## config.mk

```make
export PLATFORM = sky130hd
export DESIGN_NAME = uart_rx_tx_ring_queues
export DESIGN_NICKNAME = d
export VERILOG_FILES = /design/src/uartrq_pkg.sv /design/src/uartrq_ram.sv /design/src/uartrq_ctrl.sv /design/src/uartrq_dp.sv /design/src/uart_rx_tx_ring_queues.sv
export SDC_FILE = /design/constraint.sdc
export NUM_CORES = 1
export LEC_CHECK = 0
export ABC_AREA = 1
export BUFFER_PORTS_ARGS = -buffer_cell sky130_fd_sc_hd__buf_2
export CORE_UTILIZATION = 55
export CTS_CLUSTER_DIAMETER = 100
export DETAILED_ROUTE_END_ITERATION = 8
export HOLD_SLACK_MARGIN = 0.08
export PLACE_DENSITY_LB_ADDON = 0.05
export SLEW_MARGIN = 10
export SYNTH_ARGS = -nofsm -noshare
export SYNTH_HDL_FRONTEND = slang
export SYNTH_SLANG_ARGS = --single-unit
```

## constraint.sdc

```tcl
create_clock -name clk -period 10.1 [get_ports clk]
set_clock_uncertainty 0.15 [all_clocks]
set_input_delay 0.505 -clock clk [delete_from_list [all_inputs] [get_ports clk]]
set_output_delay 0.505 -clock clk [all_outputs]
set_load 0.1 [all_outputs]
```

## src/uartrq_pkg.sv

```systemverilog
package uartrq_pkg;

    // Command codes carried on the command port.
    typedef enum logic [1:0] {
        CMD_RX_BYTE    = 2'd0,
        CMD_HOST_READ  = 2'd1,
        CMD_HOST_WRITE = 2'd2,
        CMD_TX_DONE    = 2'd3
    } cmd_t;

    // Actions that the controller asks of the datapath.
    typedef struct packed {
        logic load;
        logic rx_push;
        logic rx_drop;
        logic rx_pop;
        logic tx_push;
        logic tx_reject;
        logic send_direct;
        logic tx_pop;
        logic clr_busy;
        logic finish;
    } ctrl_t;

    // Ring and line status reported back by the datapath.
    typedef struct packed {
        logic rx_full;
        logic rx_empty;
        logic tx_full;
        logic tx_empty;
        logic line_busy;
    } stat_t;

endpackage

```

## src/uartrq_ram.sv

```systemverilog
module uartrq_ram #(
    parameter int WIDTH = 8,
    parameter int DEPTH = 64,
    localparam int AW = $clog2(DEPTH)
) (
    input  logic             clk,
    input  logic             wr_en,
    input  logic [AW-1:0]    wr_addr,
    input  logic [WIDTH-1:0] wr_data,
    input  logic             rd_en,
    input  logic [AW-1:0]    rd_addr,
    output logic [WIDTH-1:0] rd_data
);

    logic [WIDTH-1:0] mem_reg [DEPTH];
    logic [WIDTH-1:0] rd_data_reg;

    // One write port and one registered read port.
    always_ff @(posedge clk)
    begin
        if (wr_en)
        begin
            mem_reg[wr_addr] <= wr_data;
        end
        if (rd_en)
        begin
            rd_data_reg <= mem_reg[rd_addr];
        end
    end

    assign rd_data = rd_data_reg;

endmodule

```

## src/uartrq_ctrl.sv

```systemverilog
module uartrq_ctrl (
    input  logic                clk,
    input  logic                rst_n,
    input  logic                start,
    input  logic [1:0]          command,
    input  uartrq_pkg::stat_t   stat,
    output uartrq_pkg::ctrl_t   ctl,
    output logic                busy,
    output logic                done
);

    typedef enum logic {
        ST_IDLE,
        ST_EXEC
    } state_t;

    state_t            state_reg;
    state_t            state_next;
    uartrq_pkg::cmd_t  cmd_reg;
    logic              done_reg;
    logic              accept;

    assign accept = start && (state_reg == ST_IDLE);

    // Decode the held command against the ring status during the execute cycle.
    always_comb
    begin
        ctl = '0;
        ctl.load = accept;
        state_next = state_reg;
        case (state_reg)
            ST_IDLE:
            begin
                if (accept)
                begin
                    state_next = ST_EXEC;
                end
            end
            ST_EXEC:
            begin
                ctl.finish = 1'b1;
                state_next = ST_IDLE;
                case (cmd_reg)
                    uartrq_pkg::CMD_RX_BYTE:
                    begin
                        ctl.rx_drop = stat.rx_full;
                        ctl.rx_push = !stat.rx_full;
                    end
                    uartrq_pkg::CMD_HOST_READ:
                    begin
                        ctl.rx_pop = !stat.rx_empty;
                    end
                    uartrq_pkg::CMD_HOST_WRITE:
                    begin
                        ctl.send_direct = !stat.line_busy;
                        ctl.tx_push     = stat.line_busy && !stat.tx_full;
                        ctl.tx_reject   = stat.line_busy && stat.tx_full;
                    end
                    uartrq_pkg::CMD_TX_DONE:
                    begin
                        ctl.tx_pop   = !stat.tx_empty;
                        ctl.clr_busy = stat.tx_empty;
                    end
                    default:
                    begin
                        ctl.finish = 1'b1;
                    end
                endcase
            end
            default:
            begin
                state_next = ST_IDLE;
            end
        endcase
    end

    // State, held command and the result strobe.
    always_ff @(posedge clk or negedge rst_n)
    begin
        if (!rst_n)
        begin
            state_reg <= ST_IDLE;
            cmd_reg   <= uartrq_pkg::CMD_RX_BYTE;
            done_reg  <= 1'b0;
        end
        else
        begin
            state_reg <= state_next;
            done_reg  <= ctl.finish;
            if (accept)
            begin
                cmd_reg <= uartrq_pkg::cmd_t'(command);
            end
        end
    end

    assign busy = (state_reg == ST_EXEC);
    assign done = done_reg;

    // The strobe always follows an execute cycle.
    a_done_after_exec: assert property (@(posedge clk) disable iff (!rst_n)
        done_reg |-> $past(state_reg == ST_EXEC))
        else $error("result strobe without an execute cycle");

    // An accepted word is always executed in the following cycle.
    a_accept_exec: assert property (@(posedge clk) disable iff (!rst_n)
        accept |=> (state_reg == ST_EXEC))
        else $error("accepted word not executed");

    // At most one ring or line action is taken per command.
    a_one_action: assert property (@(posedge clk) disable iff (!rst_n)
        $onehot0({ctl.rx_push, ctl.rx_drop, ctl.rx_pop, ctl.tx_push,
                  ctl.tx_reject, ctl.send_direct, ctl.tx_pop, ctl.clr_busy}))
        else $error("several actions for one command");

endmodule

```

## src/uartrq_dp.sv

```systemverilog
module uartrq_dp #(
    parameter int RX_DEPTH = 64,
    parameter int TX_DEPTH = 32
) (
    input  logic                clk,
    input  logic                rst_n,
    input  logic [7:0]          data_byte,
    input  uartrq_pkg::ctrl_t   ctl,
    output uartrq_pkg::stat_t   stat,
    output logic [7:0]          read_byte,
    output logic                read_valid,
    output logic                send_start,
    output logic [7:0]          send_byte,
    output logic                line_sending,
    output logic [5:0]          rx_count,
    output logic                rx_dropped,
    output logic                tx_rejected
);

    localparam int RW = $clog2(RX_DEPTH);
    localparam int TW = $clog2(TX_DEPTH);
    localparam logic [RW-1:0] RX_LAST = RW'(RX_DEPTH - 1);
    localparam logic [TW-1:0] TX_LAST = TW'(TX_DEPTH - 1);

    logic [RW-1:0] rx_wr_reg;
    logic [RW-1:0] rx_rd_reg;
    logic [TW-1:0] tx_wr_reg;
    logic [TW-1:0] tx_rd_reg;
    logic          line_busy_reg;
    logic [RW-1:0] rx_wr_next;
    logic [RW-1:0] rx_rd_next;
    logic [TW-1:0] tx_wr_next;
    logic [TW-1:0] tx_rd_next;
    logic          line_busy_next;
    logic [RW-1:0] rx_wr_inc;
    logic [RW-1:0] rx_rd_inc;
    logic [TW-1:0] tx_wr_inc;
    logic [TW-1:0] tx_rd_inc;
    logic [7:0]    data_reg;
    logic [7:0]    rx_rdata;
    logic [7:0]    tx_rdata;
    logic [RW:0]   cnt_raw;
    logic [RW:0]   cnt;
    logic [RW+6:0] cnt_ext;

    logic [7:0]    read_byte_reg;
    logic          read_valid_reg;
    logic          send_start_reg;
    logic [7:0]    send_byte_reg;
    logic          line_sending_reg;
    logic [5:0]    rx_count_reg;
    logic          rx_dropped_reg;
    logic          tx_rejected_reg;

    // Ring storage; reads are issued as the word is accepted.
    uartrq_ram #(.WIDTH(8), .DEPTH(RX_DEPTH)) u_rx_ram (
        .clk     (clk),
        .wr_en   (ctl.rx_push),
        .wr_addr (rx_wr_reg),
        .wr_data (data_reg),
        .rd_en   (ctl.load),
        .rd_addr (rx_rd_reg),
        .rd_data (rx_rdata)
    );

    uartrq_ram #(.WIDTH(8), .DEPTH(TX_DEPTH)) u_tx_ram (
        .clk     (clk),
        .wr_en   (ctl.tx_push),
        .wr_addr (tx_wr_reg),
        .wr_data (data_reg),
        .rd_en   (ctl.load),
        .rd_addr (tx_rd_reg),
        .rd_data (tx_rdata)
    );

    // Wrapping increments of the four ring positions.
    assign rx_wr_inc = (rx_wr_reg == RX_LAST) ? '0 : rx_wr_reg + 1'b1;
    assign rx_rd_inc = (rx_rd_reg == RX_LAST) ? '0 : rx_rd_reg + 1'b1;
    assign tx_wr_inc = (tx_wr_reg == TX_LAST) ? '0 : tx_wr_reg + 1'b1;
    assign tx_rd_inc = (tx_rd_reg == TX_LAST) ? '0 : tx_rd_reg + 1'b1;

    // Status for the controller; one slot of each ring stays empty.
    always_comb
    begin
        stat.rx_full   = (rx_wr_inc == rx_rd_reg);
        stat.rx_empty  = (rx_wr_reg == rx_rd_reg);
        stat.tx_full   = (tx_wr_inc == tx_rd_reg);
        stat.tx_empty  = (tx_wr_reg == tx_rd_reg);
        stat.line_busy = line_busy_reg;
    end

    // Next positions and line flag.
    always_comb
    begin
        rx_wr_next = ctl.rx_push ? rx_wr_inc : rx_wr_reg;
        rx_rd_next = ctl.rx_pop  ? rx_rd_inc : rx_rd_reg;
        tx_wr_next = ctl.tx_push ? tx_wr_inc : tx_wr_reg;
        tx_rd_next = ctl.tx_pop  ? tx_rd_inc : tx_rd_reg;
        if (ctl.send_direct || ctl.tx_pop)
        begin
            line_busy_next = 1'b1;
        end
        else if (ctl.clr_busy)
        begin
            line_busy_next = 1'b0;
        end
        else
        begin
            line_busy_next = line_busy_reg;
        end
    end

    // Fill level of the receive ring after this command, cut to six bits.
    always_comb
    begin
        cnt_raw = {1'b0, rx_wr_next} - {1'b0, rx_rd_next};
        if (rx_wr_next >= rx_rd_next)
        begin
            cnt = cnt_raw;
        end
        else
        begin
            cnt = cnt_raw + (RW+1)'(RX_DEPTH);
        end
        cnt_ext = {6'b0, cnt};
    end

    // Ring positions and the line flag.
    always_ff @(posedge clk or negedge rst_n)
    begin
        if (!rst_n)
        begin
            rx_wr_reg     <= '0;
            rx_rd_reg     <= '0;
            tx_wr_reg     <= '0;
            tx_rd_reg     <= '0;
            line_busy_reg <= 1'b0;
        end
        else if (ctl.finish)
        begin
            rx_wr_reg     <= rx_wr_next;
            rx_rd_reg     <= rx_rd_next;
            tx_wr_reg     <= tx_wr_next;
            tx_rd_reg     <= tx_rd_next;
            line_busy_reg <= line_busy_next;
        end
    end

    // Held input byte and the result word.
    always_ff @(posedge clk)
    begin
        if (ctl.load)
        begin
            data_reg <= data_byte;
        end
        if (ctl.finish)
        begin
            read_byte_reg    <= ctl.rx_pop ? rx_rdata : 8'd0;
            read_valid_reg   <= ctl.rx_pop;
            send_start_reg   <= ctl.send_direct || ctl.tx_pop;
            send_byte_reg    <= ctl.send_direct ? data_reg :
                                (ctl.tx_pop ? tx_rdata : 8'd0);
            line_sending_reg <= line_busy_next;
            rx_count_reg     <= cnt_ext[5:0];
            rx_dropped_reg   <= ctl.rx_drop;
            tx_rejected_reg  <= ctl.tx_reject;
        end
    end

    assign read_byte    = read_byte_reg;
    assign read_valid   = read_valid_reg;
    assign send_start   = send_start_reg;
    assign send_byte    = send_byte_reg;
    assign line_sending = line_sending_reg;
    assign rx_count     = rx_count_reg;
    assign rx_dropped   = rx_dropped_reg;
    assign tx_rejected  = tx_rejected_reg;

    // Ring positions never leave the storage range.
    a_rx_pos_range: assert property (@(posedge clk) disable iff (!rst_n)
        (rx_wr_reg <= RX_LAST) && (rx_rd_reg <= RX_LAST))
        else $error("receive position out of range");

    a_tx_pos_range: assert property (@(posedge clk) disable iff (!rst_n)
        (tx_wr_reg <= TX_LAST) && (tx_rd_reg <= TX_LAST))
        else $error("transmit position out of range");

    // Starting a queued byte leaves the line marked busy.
    a_pop_sets_busy: assert property (@(posedge clk) disable iff (!rst_n)
        ctl.tx_pop |=> line_busy_reg)
        else $error("line not busy after a queued byte started");

endmodule

```

## src/uart_rx_tx_ring_queues.sv

```systemverilog
// Order: the registered read of the ring RAMs is issued as a word is accepted; the
// pointer update, result registers and result strobe are loaded as the execute
// state ends, and while busy is high no new word is accepted.
// Reset: asynchronous and active low; both rings empty and the line idle at once.
// Ring contents are not cleared. The receiver cannot stall the result strobe.
module uart_rx_tx_ring_queues #(
    parameter int RX_DEPTH = 64,
    parameter int TX_DEPTH = 32
) (
    input  logic       clk,
    input  logic       rst_n,
    input  logic       start,
    output logic       busy,
    input  logic [1:0] command,
    input  logic [7:0] data_byte,
    output logic       done,
    output logic [7:0] read_byte,
    output logic       read_valid,
    output logic       send_start,
    output logic [7:0] send_byte,
    output logic       line_sending,
    output logic [5:0] rx_count,
    output logic       rx_dropped,
    output logic       tx_rejected
);

    uartrq_pkg::ctrl_t ctl;
    uartrq_pkg::stat_t stat;

    // Command sequencing.
    uartrq_ctrl u_ctrl (
        .clk     (clk),
        .rst_n   (rst_n),
        .start   (start),
        .command (command),
        .stat    (stat),
        .ctl     (ctl),
        .busy    (busy),
        .done    (done)
    );

    // Rings, line flag and result registers.
    uartrq_dp #(.RX_DEPTH(RX_DEPTH), .TX_DEPTH(TX_DEPTH)) u_dp (
        .clk          (clk),
        .rst_n        (rst_n),
        .data_byte    (data_byte),
        .ctl          (ctl),
        .stat         (stat),
        .read_byte    (read_byte),
        .read_valid   (read_valid),
        .send_start   (send_start),
        .send_byte    (send_byte),
        .line_sending (line_sending),
        .rx_count     (rx_count),
        .rx_dropped   (rx_dropped),
        .tx_rejected  (tx_rejected)
    );

endmodule

```

==> flow_summary_export.csv, run 1 <==
group,metric,value,unit
run_status,outcome,"finished with violations",
run_status,violations,"max-slew violations",
global_routing,grt_max_degree,209,
detailed_routing,drtIter0Drc,3057,
pwr,p_switching,3.64,mW
setup_path,path_cells,"clkinv_1 -> nand2_1 -> nand2_1 -> nand2_1 -> nand3_1 -> nor2_1 -> nand3_2 -> nand2_1 -> nor2_1 -> xor2_1 -> ha_1 -> a21oi_1 -> o21ai_0 -> a31oi_1 -> nand3_1 -> nand2_1 -> nand3_1 -> nand2_1 -> inv_1",
synthesis,yosys_warnings,0,
synthesis,synth_common_cells,"edfxtp_1 (819), nor2_1 (540), o21ai_0 (415)",
floorplan,die_area,63100,um^2
global_routing,grt_pass1_wl,132000,um
synthesis,synth_area_leaders,"edfxtp_1 (72%), o21ai_0 (6.1%), nor2_1 (5.9%)",
pwr,seqPwrFrac,0.405,
finish,nets,2710,
synthesis,synthCells,2686,
finish,layout-drive-gt1-share,0.0821,
floorplan,core,60800,um^2
global_routing,grt_pass1_vias,21017,
finish,antenna-diode-count,0,
timing,post-route-period-util,0.456,
setup_path,crit_path_top_delay_cell,"dfrtp_1",
synthesis,ys_seq_area_frac,0.740,
clock_network,root_buffer,"clkbuf_16",
clock_network,cts.clk_slew.worst_paths,0.06,ns
detailed_routing,drc,0,
setup_path,worstSetupStartpointType,"flip-flop",
setup_path,path_common_cell,"nand2_1",
setup_path,cp.required,10.34,ns
floorplan,die_h,251,um
floorplan,dieWidth,251,um
worst_hold_path,hp-class,"in2reg",
detailed_routing,ant_nets,0,
timing,post-route-min-period,4.61,ns
detailed_routing,post_drt_wl_per_cell,25.0,um
setup_path,critical-path-top-delay-family,"simple AND/OR/NAND/NOR gates",
clock_network,post_cts_resized,0,
pwr,p_int,6.57,mW
setup_path,max_stage_delay,0.87,ns
clock_network,cts_hold_buf,11,
clock_network,cts-htree-levels,3,
synthesis,ys_async_sr_fraction,0.0319,
detailed_routing,via_count,21866,
setup_path,crit_type,"reg2reg",
setup_path,crit_arrival,4.85,ns
clock_network,clk_path_buf_depth,3,
setup_path,path_max_fanout,20,
synthesis,synth_edf_count,819,
synthesis,ys.flop_type,"edfxtp_1",
placement,dp_hpwl,51300,um
global_routing,overflow,0,
setup_path,worstSetupPathDepth,19,
synthesis,avgSynthCellArea,12.7,um^2
timing,fmax,217,MHz
setup_path,r2r_slack,5.49,ns
global_routing,track_usage,0.282,
timing,setup_viol,0,
synthesis,synth_top_area_frac,0.720,
worst_hold_path,min_from,"start",
pwr,p_per_area,270,nW/um^2
timing,rsz0062_at_grt,"no",
clock_network,cts_tree,"done",
synthesis,post-synth-top-count-cell,"edfxtp_1",
detailed_routing,vias_per_cell,6.19,
placement,gp_congestion,0.956,
setup_path,worstRegToRegCells,19,
finish,syn2layout_area_growth,10.7,%
setup_path,endpoint_kind,"flip-flop",
finish,fin_util,0.622,
placement,port-buffer-count,41,
pwr,p_clk_frac,0.308,
pwr,switching_share,0.357,
clock_network,post_cts_buffers,0,
synthesis,synth-seq-cells,846,
timing,hold_viol,0,
job,drv_cap,0,
synthesis,synth_area,34200,um^2
pwr,power.leakage,12.3,nW
timing,setup_tns,0,ns
finish,largest_reg_flops,512,
clock_network,cts_num_sinks,846,
synthesis,netlist-cell-type-count,34,
synthesis,yosysTopAreaCell,"edfxtp_1",
clock_network,clock_latency,0.63,ns
detailed_routing,dr.pass1.iters,5,
worst_hold_path,worstHoldEndpoint,"u_ctrl.busy",
floorplan,floorplan.rows,90,
setup_path,crit_buf_inv,2,
clock_network,cts_made_buffers,86,
pwr,ir_drop,0.000297,V
worst_hold_path,hold_depth,3,
synthesis,synth_fp_nets,2714,
detailed_routing,drt-total-wl,88300,um
timing,worst_pin_slew,1.53,ns
timing,slew_headroom,-0.0180,
pwr,pwr-share-comb,0.286,
setup_path,r2r_start,"u_dp.rx_rd_reg[4]",
setup_path,timing.rr.end,"u_dp.rx_count[5]",
floorplan,io_pins,42,
global_routing,antenna_found_initial,0,
floorplan,initial_core_util,0.562,
timing,maxSlewViolCount,33,
==> layout make-up <==
cell class,instances,area (um^2)
sequential,846,25300
fill,4718,23000
multi-input combinational,1579,7880
clock buffer,106,2270
tap,782,978
timing repair buffer,88,598
clock inverter,52,498
inverter,81,313
==> power groups by stage <==
stage                     clock, mW  sequential [mW]  combinational, mW
after floorplan                   0             4.25               1.89
after global placement            0             4.21               2.83
after detailed placement          0             4.21               2.86
after CTS                      3.18             4.14               2.88
after global routing           3.32             4.16               3.18
final                          3.15             4.14               2.92
==> cells by family (layout without fill, tap and decap cells) <==
logic type	Yosys count	after routing	synth area share
xor+xnor	17	17	0.00436
buf+inv	261	327	0.0311
simple gates	871	871	0.104
flops	846	846	0.740
compound gates	676	676	0.116
fa+ha+maj	15	15	0.00571
==> how the worst max path moves through the flow <==
stage / start / end / slack, ns
floorplan: u_ctrl.busy / u_dp.rx_count[5] / 6.09
global placement: u_dp.rx_rd_reg[0] / u_dp.rx_count[5] / 5.67
detailed placement: u_dp.rx_rd_reg[0] / u_dp.rx_count[5] / 5.65
CTS: u_dp.rx_rd_reg[0] / u_dp.rx_count[5] / 5.63
global route: u_dp.rx_rd_reg[4] / u_dp.rx_count[5] / 5.15
finish: u_dp.rx_rd_reg[4] / u_dp.rx_count[5] / 5.49
==> through the flow <==
stage          setup slack [ns]  cell area, um^2  power, mW  std cells  hold WS [ns]
6_report                   5.49            37800       10.2       3534         0.305
5_1_grt                    5.15            37800       10.7       3534         0.320
4_1_cts                    5.63            37800       10.2       3534         0.251
3_5_place_dp               5.65            34900       7.08       3365         0.391
3_3_place_gp               5.67            34900       7.04       3365         0.382
2_1_floorplan              6.09            34200       6.14       2686        0.0594
==> cell usage in the layout, fill, tap and decap left out, types with 8 or more instances in the layout <==
cell and n:
a22o_1 8, buf_2 41, buf_4 35, bufinv_16 9
clkbuf_1 18, clkbuf_16 88, clkinv_1 24, clkinv_2 18
dfrtp_1 22, dlygate4sd3_1 11, edfxtp_1 819, ha_1 14
inv_1 71, nand2_1 156, nand3_1 111, nand4_1 13
nor2_1 540, nor3_1 30, nor3_2 10, o211ai_1 106
o21ai_0 415, o221ai_1 38, o22ai_1 99, xor2_1 14
==> worst reg2reg max path, delay by kind of cell, from the launching register on <==
family          cells  cell delay [ns]
compound gates      3             0.51
buf+inv             2             0.73
flops               1             0.87
xor+xnor            1             0.18
fa+ha+maj           1             0.35
simple gates       12             1.59
==> routing by layer <==
layer / GRT usage / share of wire / vias to the layer above
met5: 0 / 0 / -
met4: 0.0878 / 0.026 / 0
met3: 0.0612 / 0.092 / 145
met2: 0.414 / 0.45 / 981
met1: 0.424 / 0.44 / 10834
li1: - / - / 9906
Power figures use the tool's default switching activity.
==> run 2, diff against run 1 <==
clock period = 4.7 ns   (was 10.1 ns; I/O delays follow)
==> flow_summary_export.csv, run 2 (synthesis gave the netlist of run 1 again) <==
group,metric,value,unit
run_status,outcome,"completed",
timing,post-route-period-util,0.850,
setup_path,crit_buf_inv,4,
floorplan,initial_core_util,0.562,
finish,layout_common_cells,"edfxtp_1 (819), nor2_1 (540), o21ai_0 (415)",
timing,worst_pin_slew,1.23,ns
finish,syn2layout_area_growth,11.6,%
finish,fin_area,38100,um^2
setup_path,critical-path-top-delay-family,"simple AND/OR/NAND/NOR gates",
placement,gp_congestion,0.874,
placement,dp_hpwl,49500,um
setup_path,path_cells,"inv_1 -> nand2_1 -> nand2_1 -> nor2_1 -> nand3_1 -> nand2_1 -> inv_1 -> o21ai_0 -> inv_1 -> ha_1 -> nand2_1 -> o21ai_0 -> a31oi_1 -> nand3_1 -> nand2_1 -> nand3_1 -> nand2_1 -> inv_1",
setup_path,worstSetupStartpointType,"flip-flop",
pwr,ir_drop,0.000463,V
clock_network,post_cts_buffers,0,
finish,layout-drive-gt1-share,0.0877,
detailed_routing,ant_nets,0,
clock_network,clk_path_buf_depth,3,
timing,post-route-min-period,4.00,ns
setup_path,worstSetupPathDepth,18,
timing,setup_tns,0,ns
timing,fmax,250,MHz
placement,port-buffer-count,41,
pwr,power.leakage,12.5,nW
clock_network,cts_tree,"done",
global_routing,grt_pass1_vias,21042,
timing,setup_viol,0,
clock_network,post_cts_resized,0,
floorplan,io_pins,42,
clock_network,cts.clk_slew.worst_paths,0.06,ns
global_routing,grt_max_degree,210,
clock_network,clock_latency,0.64,ns
timing,rsz0062_at_grt,"no",
setup_path,path_common_cell,"nand2_1",
global_routing,antenna_found_initial,1,
detailed_routing,vias_per_cell,6.15,
floorplan,floorplan.rows,90,
detailed_routing,post_drt_wl_per_cell,24.5,um
timing,slew_headroom,0.177,
clock_network,cts_made_buffers,86,
detailed_routing,dr.pass1.iters,6,
worst_hold_path,hold_depth,2,
detailed_routing,drt-total-wl,86900,um
floorplan,die_h,251,um
clock_network,cts_num_sinks,846,
setup_path,crit_arrival,4.24,ns
clock_network,root_buffer,"clkbuf_16",
detailed_routing,drc,0,
job,drv_cap,0,
setup_path,crit_path_top_delay_cell,"dfrtp_1",
worst_hold_path,hp-class,"in2reg",
setup_path,worstRegToRegCells,18,
clock_network,cts-htree-levels,3,
setup_path,path_max_fanout,14,
finish,largest_reg_flops,512,
floorplan,core,60800,um^2
setup_path,cp.required,4.95,ns
global_routing,grt_pass1_wl,131000,um
setup_path,crit_type,"reg2reg",
setup_path,endpoint_kind,"flip-flop",
timing,maxSlewViolCount,0,
floorplan,dieWidth,251,um
finish,final_common_cell,"edfxtp_1",
timing,hold_viol,0,
finish,nets,2720,
global_routing,overflow,0,
placement,place_area,35100,um^2
detailed_routing,drtIter0Drc,2459,
detailed_routing,via_count,21784,
global_routing,track_usage,0.278,
pwr,p_per_area,581,nW/um^2
setup_path,max_stage_delay,0.68,ns
floorplan,die_area,63100,um^2
-- run 2: cell type report --
class	count	area (um^2)
antenna	2	5.00
clock inverter	45	531
timing repair buffer	98	788
tap	782	978
inverter	81	313
clock buffer	110	2340
sequential	846	25300
fill	4646	22700
multi-input combinational	1579	7890
-- run 2: timing repair --
item	in CTS	in global routing
hold endpoints to repair	37	0
hold buffers	13	0
endpoints found under the setup margin	0	0
-- run 2: worst paths after layout --
check                               endpoint  slack (ns)                      from
max reg2reg                 u_dp.rx_count[5]        0.70         u_dp.rx_rd_reg[5]
max in group asynchronous  u_dp.tx_rd_reg[0]        3.53                     rst_n
min                         u_dp.data_reg[7]        0.18              data_byte[7]
max                         u_dp.rx_count[5]        0.70         u_dp.rx_rd_reg[5]
min in group asynchronous  u_dp.tx_rd_reg[2]        0.42                     rst_n
min reg2reg                u_dp.send_byte[2]        0.39  u_dp.u_tx_ram.rd_data[2]
-- run 2: worst reg2reg max path, stage by stage (launching register included) --
cell and delay, ns:
dfrtp_1 0.68, inv_1 0.39, nand2_1 0.14, nand2_1 0.06
nor2_1 0.10, nand3_1 0.13, nand2_1 0.43, inv_1 0.20
o21ai_0 0.25, inv_1 0.08, ha_1 0.35, nand2_1 0.11
o21ai_0 0.10, a31oi_1 0.19, nand3_1 0.10, nand2_1 0.11
nand3_1 0.09, nand2_1 0.07, inv_1 0.03
-- run 2: metrics by stage --
| stage | setup slack, ns | cells | utilization | hold WS, ns | power, mW |
|---|---|---|---|---|---|
| global placement | 0.828 | 3373 | 0.576 | 0.189 | 15.2 |
| finish | 0.704 | 3543 | 0.627 | 0.176 | 22.1 |
| global route | 0.402 | 3541 | 0.627 | 0.150 | 23.1 |
| detailed placement | 0.759 | 3373 | 0.577 | 0.198 | 15.3 |
| floorplan | 0.688 | 2686 | - | -0.211 | 13.2 |
| CTS | 0.741 | 3541 | 0.626 | 0.143 | 22.2 |
-- run 2: power breakdown --
part	leakage [nW]	switching [mW]	internal, mW
combinational	3.34	4.62	1.68
clock	1.42	2.84	4.13
sequential	7.73	0.319	8.56
-- run 2: per-layer routing --
| metal | wire, um | GRT usage | up-vias |
|---|---|---|---|
| li1 | - | - | 9930 |
| met1 | 37900 | 0.404 | 10883 |
| met2 | 40600 | 0.436 | 835 |
| met3 | 6060 | 0.0457 | 136 |
| met4 | 2300 | 0.0807 | 0 |
| met5 | 0 | 0 | - |
==> run 3, diff against run 2 <==
PLACE_DENSITY = 0.76   (was default)
PLACE_DENSITY_LB_ADDON = default   (was 0.05)
==> flow_summary_export.csv, run 3 (synthesis gave the netlist of run 1 again) <==
group,metric,value,unit
floorplan,die_h,251,um
placement,dp_hpwl,45800,um
detailed_routing,drtIter0Drc,2717,
timing,post-route-min-period,4.09,ns
job,drv_cap,0,
clock_network,clk_path_buf_depth,3,
floorplan,io_pins,42,
global_routing,overflow,0,
detailed_routing,post_drt_wl_per_cell,23.0,um
global_routing,antenna_found_initial,0,
timing,worst_pin_slew,1.33,ns
global_routing,grt_pass1_vias,21533,
pwr,power.leakage,12.3,nW
timing,setup_tns,0,ns
setup_path,cp.required,4.94,ns
worst_hold_path,min_from,"data_byte[7]",
timing,fmax,245,MHz
clock_network,cts.clk_slew.worst_paths,0.06,ns
finish,fillers,4401,
finish,fin_util,0.621,
setup_path,worstSetupStartpointType,"flip-flop",
worst_hold_path,hp-class,"in2reg",
timing,setup_ws,0.611,ns
global_routing,grt_max_degree,260,
clock_network,clock_latency,0.64,ns
finish,layout-drive-gt1-share,0.0832,
detailed_routing,vias_per_cell,6.22,
pwr,ir_drop,0.000805,V
detailed_routing,drt-total-wl,81600,um
timing,rsz0062_at_grt,"no",
clock_network,cts_made_buffers,83,
timing,maxSlewViolCount,0,
finish,fin_area,37800,um^2
setup_path,r2r_slack,0.61,ns
timing,setup_viol,0,
timing,hold_viol,0,
setup_path,worstRegToRegCells,20,
floorplan,initial_core_util,0.562,
setup_path,r2r_start,"u_dp.rx_wr_reg[2]",
detailed_routing,dr.pass1.iters,8,
finish,nets,2723,
detailed_routing,via_count,22057,
finish,largest_reg_flops,512,
clock_network,root_buffer,"clkbuf_16",
finish,antenna-diode-count,0,
clock_network,cts-htree-levels,3,
worst_hold_path,worstHoldEndpoint,"u_dp.data_reg[7]",
pwr,p_per_area,567,nW/um^2
setup_path,timing.rr.end,"u_dp.rx_count[5]",
setup_path,endpoint_kind,"flip-flop",
placement,gp_congestion,0.921,
global_routing,track_usage,0.259,
placement,preCtsSetupSlack,0.760,ns
placement,port-buffer-count,41,
finish,syn2layout_area_growth,10.5,%
setup_path,crit_arrival,4.33,ns
clock_network,cts_tree,"done",
timing,post-route-period-util,0.870,
finish,layout_common_cells,"edfxtp_1 (819), nor2_1 (540), o21ai_0 (415)",
detailed_routing,drc,0,
worst_hold_path,hold_depth,2,
timing,holdWs,0.168,ns
setup_path,path_max_fanout,12,
floorplan,die_area,63100,um^2
run_status,outcome,"completed",
global_routing,grt_pass1_wl,125000,um
clock_network,cts_num_sinks,846,
finish,final_common_cell,"edfxtp_1",
floorplan,floorplan.rows,90,
floorplan,core,60800,um^2
placement,place_area,35000,um^2
setup_path,crit_type,"reg2reg",
floorplan,dieWidth,251,um
detailed_routing,ant_nets,0,
timing,slew_headroom,0.109,
[run 3: final cells by class]
type                    instances  area [um^2]  share of cell area
inverters                      81          312             0.00825
clock inverters                42          349             0.00924
flip-flops and latches        846        25300               0.669
repair buffers                104          748              0.0198
clock buffers                 112         2240              0.0592
well taps                     782          978              0.0259
multi-input cells            1579         7860               0.208
[run 3: worst max path at each step]
| stage | startpoint | endpoint | slack (ns) | depth (start not counted) |
|---|---|---|---|---|
| 2_1_floorplan | u_ctrl.busy | u_dp.rx_count[5] | 0.69 | 15 |
| 3_3_place_gp | u_dp.rx_wr_reg[2] | u_dp.rx_count[5] | 0.86 | 21 |
| 3_5_place_dp | u_dp.rx_wr_reg[2] | u_dp.rx_count[5] | 0.76 | 19 |
| 4_1_cts | u_dp.rx_wr_reg[2] | u_dp.rx_count[5] | 0.73 | 18 |
| 5_1_grt | u_dp.rx_wr_reg[2] | u_dp.rx_count[5] | 0.33 | 18 |
| 6_report | u_dp.rx_wr_reg[2] | u_dp.rx_count[5] | 0.61 | 20 |
[run 3: repair_timing]
action | in CTS | in global routing
gates resized for setup | 0 | 0
hold buffers | 14 | 0
hold endpoints to repair | 38 | 0
buffers inserted | 0 | 0
endpoints found under the setup margin | 0 | 0
[run 3: layer usage]
| layer | part of all wire | GRT usage | vias up |
|---|---|---|---|
| met5 | 0 | 0 | - |
| li1 | - | - | 9917 |
| met4 | 0.040 | 0.110 | 0 |
| met1 | 0.38 | 0.344 | 10727 |
| met3 | 0.089 | 0.0440 | 206 |
| met2 | 0.49 | 0.426 | 1207 |
[run 3: where the power goes]
| group | switching, mW | total, mW | internal, mW | leakage (nW) |
|---|---|---|---|---|
| clock network | 2.77 | 6.36 | 3.58 | 1.27 |
| logic | 4.52 | 6.18 | 1.66 | 3.34 |
| registers | 0.317 | 8.87 | 8.56 | 7.73 |
[run 3: worst max-delay path, cell delays in order, from the launching register on]
cell and delay [ns]:
dfrtp_1 0.60, nand3_2 0.45, nand2_1 0.21, nand3_1 0.13, nand2_1 0.08, nand2_1 0.07
nand3_2 0.11, nand2_1 0.28, nor2_1 0.30, xor2_1 0.21, ha_1 0.31, a21oi_1 0.23
o21ai_0 0.11, a31oi_1 0.21, inv_1 0.08, nand2_1 0.07, nand2_1 0.07, inv_1 0.06
nand2_1 0.04, nand2_1 0.06, inv_1 0.04
[run 3: per-stage QoR]
stage / power, mW / cells
6_report: 21.4 / 3546
3_5_place_dp: 15.1 / 3378
3_3_place_gp: 14.9 / 3378
5_1_grt: 22.3 / 3546
4_1_cts: 21.4 / 3546
2_1_floorplan: 13.2 / 2686
